File: config.mk
export PLATFORM = sky130hd
export DESIGN_NAME = mac_pdu_demultiplexer_unit
export DESIGN_NICKNAME = d
export VERILOG_FILES = /design/src/sv/mpd_pkg.sv /design/src/sv/mpd_in_stage.sv /design/src/sv/mpd_parser.sv /design/src/sv/mpd_out_stage.sv /design/src/sv/mac_pdu_demultiplexer_unit.sv
export SDC_FILE = /design/constraint.sdc
export NUM_CORES = 1
export LEC_CHECK = 0
export BUFFER_PORTS_ARGS = -buffer_cell sky130_fd_sc_hd__clkbuf_2
export CORE_UTILIZATION = 35
export CTS_BUF_LIST = sky130_fd_sc_hd__clkbuf_4 sky130_fd_sc_hd__clkbuf_8 sky130_fd_sc_hd__clkbuf_16
export CTS_CLUSTER_SIZE = 24
export DETAILED_ROUTE_END_ITERATION = 8
export SLEW_MARGIN = 20
export SYNTH_ARGS = -nofsm -noshare
export SYNTH_HDL_FRONTEND = slang
export SYNTH_SLANG_ARGS = --single-unit
File: constraint.sdc
create_clock -name clk -period 3.5 [get_ports clk]
set_clock_uncertainty 0.1 [all_clocks]
set_input_delay 0.525 -clock clk [delete_from_list [all_inputs] [get_ports clk]]
set_output_delay 0.525 -clock clk [all_outputs]
set_load 0.005 [all_outputs]
File: src/sv/mpd_pkg.sv
// ---------------------------------------------------------------------------
// MAC PDU demultiplexer package
// Parser phases, result kind codes and the records passed between stages.
// ---------------------------------------------------------------------------
package mpd_pkg;

    localparam logic [5:0] MAX_DATA_CHANNEL = 6'd32;

    localparam logic [1:0] KIND_PAYLOAD  = 2'd0;
    localparam logic [1:0] KIND_EMPTY    = 2'd1;
    localparam logic [1:0] KIND_RESERVED = 2'd2;
    localparam logic [1:0] KIND_TRUNC    = 2'd3;

    typedef enum logic [2:0] {
        PH_SUBHDR    = 3'd0,
        PH_LEN_SHORT = 3'd1,
        PH_LEN_HIGH  = 3'd2,
        PH_LEN_LOW   = 3'd3,
        PH_PAYLOAD   = 3'd4,
        PH_DISCARD   = 3'd5
    } phase_t;

    typedef struct packed {
        logic [7:0] pdu_byte;
        logic       end_of_pdu;
    } in_item_t;

    typedef struct packed {
        logic        valid;
        logic [1:0]  kind;
        logic [5:0]  channel;
        logic [15:0] length;
        logic [7:0]  data;
        logic        first;
        logic        last;
    } result_t;

endpackage

File: src/sv/mpd_in_stage.sv
// ---------------------------------------------------------------------------
// MAC PDU demultiplexer input register
// Holds one accepted byte until the parser consumes it.
// ---------------------------------------------------------------------------
module mpd_in_stage
    import mpd_pkg::*;
(
    input  logic       clk,
    input  logic       rst_n,
    input  logic       in_valid,
    output logic       in_ready,
    input  logic [7:0] pdu_byte,
    input  logic       end_of_pdu,
    input  logic       take,
    output logic       item_valid,
    output in_item_t   item
);

    logic     valid_reg;
    logic     valid_next;
    in_item_t item_reg;
    logic     accept;

    assign in_ready   = !valid_reg || take;
    assign accept     = in_valid && in_ready;
    assign item_valid = valid_reg;
    assign item       = item_reg;

    always_comb
    begin
        valid_next = valid_reg;
        if (accept)
        begin
            valid_next = 1'b1;
        end
        else if (take)
        begin
            valid_next = 1'b0;
        end
    end

    always_ff @(posedge clk or negedge rst_n)
    begin
        if (!rst_n)
        begin
            valid_reg <= 1'b0;
        end
        else
        begin
            valid_reg <= valid_next;
        end
    end

    always_ff @(posedge clk)
    begin
        if (accept)
        begin
            item_reg.pdu_byte   <= pdu_byte;
            item_reg.end_of_pdu <= end_of_pdu;
        end
    end

endmodule

File: src/sv/mpd_parser.sv
// ---------------------------------------------------------------------------
// MAC PDU demultiplexer parser
// Subheader/length/payload state machine; one byte per take.
// ---------------------------------------------------------------------------
module mpd_parser
    import mpd_pkg::*;
(
    input  logic     clk,
    input  logic     rst_n,
    input  logic     item_valid,
    input  in_item_t item,
    input  logic     out_space,
    output logic     take,
    output result_t  res
);

    phase_t      phase_reg;
    phase_t      phase_next;
    logic [5:0]  channel_reg;
    logic [5:0]  channel_next;
    logic [7:0]  len_high_reg;
    logic [7:0]  len_high_next;
    logic [15:0] left_reg;
    logic [15:0] left_next;
    logic [15:0] sdu_len_reg;
    logic [15:0] sdu_len_next;
    logic        first_reg;
    logic        first_next;

    logic [7:0]  b;
    logic        eop;
    logic [5:0]  id;
    logic        id_reserved;
    logic [15:0] full_len;
    logic        last_byte;

    assign b           = item.pdu_byte;
    assign eop         = item.end_of_pdu;
    assign id          = b[5:0];
    assign id_reserved = id > MAX_DATA_CHANNEL;
    assign full_len    = (phase_reg == PH_LEN_LOW) ? {len_high_reg, b} : {8'd0, b};
    assign last_byte   = left_reg <= 16'd1;

    // bytes without a result pass even while the output is stalled
    assign take = item_valid && (!res.valid || out_space);

    // next phase
    always_comb
    begin
        phase_next = phase_reg;
        unique case (phase_reg)
            PH_SUBHDR:
            begin
                if (id_reserved)
                begin
                    phase_next = PH_DISCARD;
                end
                else
                begin
                    phase_next = b[6] ? PH_LEN_HIGH : PH_LEN_SHORT;
                end
            end
            PH_LEN_SHORT, PH_LEN_LOW:
            begin
                phase_next = (full_len == 16'd0) ? PH_SUBHDR : PH_PAYLOAD;
            end
            PH_LEN_HIGH:
            begin
                phase_next = PH_LEN_LOW;
            end
            PH_PAYLOAD:
            begin
                if (last_byte)
                begin
                    phase_next = PH_SUBHDR;
                end
            end
            PH_DISCARD:
            begin
                phase_next = PH_DISCARD;
            end
            default:
            begin
                phase_next = PH_SUBHDR;
            end
        endcase
        if (eop)
        begin
            phase_next = PH_SUBHDR;
        end
    end

    // result and held fields
    always_comb
    begin
        res           = '0;
        channel_next  = channel_reg;
        len_high_next = len_high_reg;
        left_next     = left_reg;
        sdu_len_next  = sdu_len_reg;
        first_next    = first_reg;
        unique case (phase_reg)
            PH_SUBHDR:
            begin
                channel_next = id;
                sdu_len_next = 16'd0;
                res.channel  = id;
                if (id_reserved)
                begin
                    res.valid = 1'b1;
                    res.kind  = KIND_RESERVED;
                end
                else if (eop)
                begin
                    res.valid = 1'b1;
                    res.kind  = KIND_TRUNC;
                end
            end
            PH_LEN_SHORT, PH_LEN_LOW:
            begin
                sdu_len_next = full_len;
                res.channel  = channel_reg;
                if (full_len == 16'd0)
                begin
                    res.valid = 1'b1;
                    res.kind  = KIND_EMPTY;
                end
                else if (eop)
                begin
                    res.valid  = 1'b1;
                    res.kind   = KIND_TRUNC;
                    res.length = full_len;
                end
                else
                begin
                    left_next  = full_len;
                    first_next = 1'b1;
                end
            end
            PH_LEN_HIGH:
            begin
                len_high_next = b;
                res.channel   = channel_reg;
                if (eop)
                begin
                    res.valid = 1'b1;
                    res.kind  = KIND_TRUNC;
                end
            end
            PH_PAYLOAD:
            begin
                res.valid   = 1'b1;
                res.channel = channel_reg;
                res.length  = sdu_len_reg;
                if (last_byte)
                begin
                    res.kind  = KIND_PAYLOAD;
                    res.data  = b;
                    res.first = first_reg;
                    res.last  = 1'b1;
                    left_next = 16'd0;
                end
                else if (eop)
                begin
                    res.kind  = KIND_TRUNC;
                    left_next = 16'd0;
                end
                else
                begin
                    res.kind   = KIND_PAYLOAD;
                    res.data   = b;
                    res.first  = first_reg;
                    left_next  = left_reg - 16'd1;
                    first_next = 1'b0;
                end
            end
            PH_DISCARD:
            begin
                res = '0;
            end
            default:
            begin
                res = '0;
            end
        endcase
        if (eop)
        begin
            first_next = 1'b1;
        end
    end

    always_ff @(posedge clk or negedge rst_n)
    begin
        if (!rst_n)
        begin
            phase_reg    <= PH_SUBHDR;
            channel_reg  <= 6'd0;
            len_high_reg <= 8'd0;
            left_reg     <= 16'd0;
            sdu_len_reg  <= 16'd0;
            first_reg    <= 1'b1;
        end
        else if (take)
        begin
            phase_reg    <= phase_next;
            channel_reg  <= channel_next;
            len_high_reg <= len_high_next;
            left_reg     <= left_next;
            sdu_len_reg  <= sdu_len_next;
            first_reg    <= first_next;
        end
    end

endmodule

File: src/sv/mpd_out_stage.sv
// ---------------------------------------------------------------------------
// MAC PDU demultiplexer result register
// Holds one result until the downstream side takes it.
// ---------------------------------------------------------------------------
module mpd_out_stage
    import mpd_pkg::*;
(
    input  logic        clk,
    input  logic        rst_n,
    input  logic        load,
    input  result_t     res,
    output logic        out_space,
    output logic        out_valid,
    input  logic        out_ready,
    output logic [1:0]  result_kind,
    output logic [5:0]  channel_id,
    output logic [15:0] sdu_length,
    output logic [7:0]  sdu_byte,
    output logic        first_of_sdu,
    output logic        last_of_sdu
);

    logic    valid_reg;
    logic    valid_next;
    result_t res_reg;

    assign out_space = !valid_reg || out_ready;

    always_comb
    begin
        valid_next = valid_reg;
        if (load)
        begin
            valid_next = 1'b1;
        end
        else if (out_ready)
        begin
            valid_next = 1'b0;
        end
    end

    always_ff @(posedge clk or negedge rst_n)
    begin
        if (!rst_n)
        begin
            valid_reg <= 1'b0;
        end
        else
        begin
            valid_reg <= valid_next;
        end
    end

    always_ff @(posedge clk)
    begin
        if (load)
        begin
            res_reg <= res;
        end
    end

    assign out_valid    = valid_reg;
    assign result_kind  = res_reg.kind;
    assign channel_id   = res_reg.channel;
    assign sdu_length   = res_reg.length;
    assign sdu_byte     = res_reg.data;
    assign first_of_sdu = res_reg.first;
    assign last_of_sdu  = res_reg.last;

endmodule

File: src/sv/mac_pdu_demultiplexer_unit.sv
// ---------------------------------------------------------------------------
// MAC PDU demultiplexer
// Splits a byte stream of MAC PDUs into tagged SDU bytes and status results.
// ---------------------------------------------------------------------------
//
//  channel  handshake            payload
//  -------  -------------------  ---------------------------------------------
//  input    in_valid / in_ready  pdu_byte, end_of_pdu
//  output   out_valid/out_ready  result_kind, channel_id, sdu_length,
//                                sdu_byte, first_of_sdu, last_of_sdu
//
//  Throughput is one byte per clock unless a result byte meets a stalled output;
//  a result passes the input register, then the result register, to the output.
//  The parser state machine advances once per consumed byte.
//  Reset is asynchronous and returns the parser to the subheader phase at once.
//  When the output stalls, bytes that make no result (subheaders, length bytes,
//  discarded bytes) keep flowing; a byte with a result waits in the input reg.
//
module mac_pdu_demultiplexer_unit
    import mpd_pkg::*;
(
    input  logic        clk,
    input  logic        rst_n,
    input  logic        in_valid,
    output logic        in_ready,
    input  logic [7:0]  pdu_byte,
    input  logic        end_of_pdu,
    output logic        out_valid,
    input  logic        out_ready,
    output logic [1:0]  result_kind,
    output logic [5:0]  channel_id,
    output logic [15:0] sdu_length,
    output logic [7:0]  sdu_byte,
    output logic        first_of_sdu,
    output logic        last_of_sdu
);

    // byte held for the parser
    in_item_t item;
    logic     item_valid;

    // parser handshake with the two registers
    logic     take;
    logic     out_space;
    result_t  res;

    mpd_in_stage u_in_stage (
        .clk        (clk),
        .rst_n      (rst_n),
        .in_valid   (in_valid),
        .in_ready   (in_ready),
        .pdu_byte   (pdu_byte),
        .end_of_pdu (end_of_pdu),
        .take       (take),
        .item_valid (item_valid),
        .item       (item)
    );

    // single pass: each byte is classified and tagged combinationally
    mpd_parser u_parser (
        .clk        (clk),
        .rst_n      (rst_n),
        .item_valid (item_valid),
        .item       (item),
        .out_space  (out_space),
        .take       (take),
        .res        (res)
    );

    // a result is loaded only when the parser consumes a byte that makes one
    mpd_out_stage u_out_stage (
        .clk          (clk),
        .rst_n        (rst_n),
        .load         (take && res.valid),
        .res          (res),
        .out_space    (out_space),
        .out_valid    (out_valid),
        .out_ready    (out_ready),
        .result_kind  (result_kind),
        .channel_id   (channel_id),
        .sdu_length   (sdu_length),
        .sdu_byte     (sdu_byte),
        .first_of_sdu (first_of_sdu),
        .last_of_sdu  (last_of_sdu)
    );

endmodule

==> metrics.md <==
| Metric | Value |
|---|---|
| Wirelength, routed | `10.6 mm` |
| Ports | `49` |
| Relative slew slack | `32.6%` |
| CTS root buffer | `clkbuf_16` |
| Global-route met3 utilization | `roughly 3.5%` |
| Final Hold Vio Count | `0` |
| Fin area | `5170 um2` |
| # setup viols final | `0` |
| Largest net degree at the start of global routing | `35` |
| CP endpoint kind | `output port` |
| Flop pwr share | `42.6%` |
| Number of global-route vias before repair | `between 3k and 4k` |
| Crit Path Category | `reg -> out` |
| Clk pwr share | `24.6%` |
| Post-DRT Antenna Nets | `0` |
| Antenna diodes | `0` |
| Post-CTS Hold Fix Bufs | `0` |
| Commonest non-fill, non-tap cell in the layout | `dfrtp_1` |
| Yosys top cell by area | `edfxtp_1` |
| RSZ-0062 raised after global routing | `no` |
| Psw | `1.54 mW` |
| Outcome | `finished clean` |
| Mapped Cells | `386` |
| Busiest grt layer | `met2` |
| Die Ht | `around 110 um` |
| Warnings from Yosys | `0` |
| Final net count | `approximately 450` |
| Setup crit start kind | `flip-flop` |
| Post-synth top area share | `29.3%` |
| Largest cells by area after synthesis | `edfxtp_1, dfrtp_1, o21ai_0` |
| Sink Count | `95` |
| Leakage | `2.11 nW` |
| Vias | `3235` |
| Slew Viols, Final | `0` |
| Highest ir drop seen on vdd | `approximately 370 uV` |
| Most frequent cells in the layout | `dfrtp_1, clkbuf_2, o21ai_0` |
| GRT Resource Usage Total | `between 10% and 20%` |
| Post-DP Area | `slightly below 5000 um2` |
| Mapped Area | `4410 um2` |
| Yosys reg bits | `95` |
| Met2 track demand over resource | `26.6%` |
| Critical Path Fanout Max | `9` |
| Post-synth top flop | `dfrtp_1` |
| Sequential share of the synthesized area | `58.8%` |
| Setup TNS Final | `0 ps` |
| Port Buf Inserts | `between 40 and 50` |
| Share of cells above drive strength 1 | `23.2%` |
| First-pass GRT wire length | `about 17 mm` |
| Class of the worst hold path | `in -> async` |
| Core ar. | `12200 um2` |
| Number of flops mapped to enable cells by yosys | `43` |
| Clock insertion delay at the later pin of the skew report | `roughly 350 ps` |
| # Max-Cap Violations | `0` |
| Starting DRC count in detailed routing | `179` |
| Area grow syn2layout | `17.2%` |
| Sw frac | `35.2%` |
| Vias per cell | `5.36` |
| CTS tree | `built` |
| Pwr Density | `848 nW/um2` |
| Tcrit/Tclk final | `92.8%` |
| Post-Syn Nets | `401` |
| Htree depth | `3` |
| Die Area | `between 10000 and 15000 um2` |
| DR WL/cell | `17.5 um` |
| Async SR Flop Fraction | `54.7%` |
| Dpl hpwl | `7.16 mm` |
| Internal Power | `2.84 mW` |
| Tmin final | `3250 ps` |
| Post-CTS setup buffer count | `0` |
| Chip width | `between 100 and 150 um` |
| Measured slew at the worst slew-check pin | `1010 ps` |
| Fmax | `about 310 MHz` |
| Synthesized area per cell | `about 11 um2` |
| Overflow after GRT | `0` |
| Placement Rows | `40` |
| RePlAce Congestion | `0.842` |
| 1st-pass router iterations | `5` |
| Cts bufs inserted | `9` |
| Largest buffer count on any clock path | `2` |
| WP data required | `2870 ps` |
| Logic pwr share | `around 33%` |
| DRC | `0` |
| CTS clk-pin slew, worst paths | `approximately 60 ps` |
| CP Data Arrival Time | `about 2600 ps` |
| # fillers | `between 1k and 1.5k` |
| Met1 Use GR | `23.5%` |
| Starting Density | `36.3%` |
| Library cells used by synthesis | `49` |
| Initial antenna violation count | `0` |
-- repair_timing --
| item | in CTS | in global routing |
|---|---|---|
| gates resized for setup | 0 | 1 |
| setup endpoints to repair | 0 | 1 |
| hold endpoints to repair | 0 | 0 |
-- final timing paths --
kind                                     startpoint                        to  slack [ps]  cells past startpoint
min reg2reg                u_parser.sdu_len_reg[15]  u_parser.sdu_len_reg[15]         380                      2
min                                           rst_n  u_parser.sdu_len_reg[10]         180                      1
max                              u_in_stage.item[3]                  in_ready         250                      6
max reg2reg                      u_in_stage.item[3]        u_in_stage.item[4]         540                      6
max in group asynchronous                     rst_n     u_parser.phase_reg[1]        2320                      2
min in group clk                        pdu_byte[7]        u_in_stage.item[8]         250                      1
-- stage by stage --
step | util (%) | std cells | hold slack [ps] | power (mW) | setup WS (ps)
4_1_cts | 42.5 | 603 | 206 | 4.41 | 75.0
5_1_grt | 42.5 | 603 | 247 | 4.66 | 35.3
6_report | 42.5 | 603 | 180 | 4.39 | 250
3_3_place_gp | 39.8 | 587 | 364 | 3.31 | 501
2_1_floorplan | - | 386 | 129 | 2.84 | 268
3_5_place_dp | 39.8 | 587 | 373 | 3.33 | 405
-- final cells by class --
class                      instances  area, um2  area share (%)
clock inverter                     5       82.6            1.60
multi-input combinational        256       1670            32.4
clock buffer                      11        246            4.77
inverter                           7       26.3           0.508
sequential                        95       2590            50.2
tap                              168        210            4.06
timing repair buffer              61        338            6.53
-- logic make-up after synthesis --
family                     synth area share [%]
AOI/OAI and AO/OA                          18.8
and+or+nand+nor                            12.9
DFF                                        58.8
buffers and inverters                      3.40
muxes                                      5.62
adders and majority gates                 0.567
-- metal layers --
metal,part of all wire (%),up-vias
met5,0,-
met4,2.6,0
met3,4.9,14
met2,46,106
met1,46,1570
li1,-,1545
-- cells in the mapped netlist, types with 3 or more instances --
cell type  instances
a211oi_1           3
a21oi_1           14
a22o_1            16
a22oi_1            5
a31oi_1            4
a32o_1             8
a32oi_1            6
and2_1            11
buf_2              3
clkbuf_1          23
dfrtp_1           51
edfxtp_1          43
inv_1              7
mux2_2             6
mux2_4             8
mux2i_1            6
nand2_1           31
nand2b_1           7
nand3_1            9
nor2_1            22
nor2b_1            3
nor3_1             7
nor4_1             8
o21a_1             4
o21ai_0           47
or3_1              3
-- critical path, cell delays in order, from the launching register on --
cell and delay [ps]:
edfxtp_1 540, or4_1 570, o21ai_0 330, o211ai_1 150
o21ai_1 360, or2_2 210, clkbuf_2 110
-- power by group through the flow --
stage               clock, mW  sequential [mW]  combinational (mW)
floorplan                   0             1.79                1.05
global placement            0             1.88                1.43
detailed placement          0             1.89                1.44
CTS                      1.09             1.87                1.45
global route             1.14             1.92                1.60
finish                   1.08             1.87                1.44
Note: power is estimated with default switching activity, not from simulation.
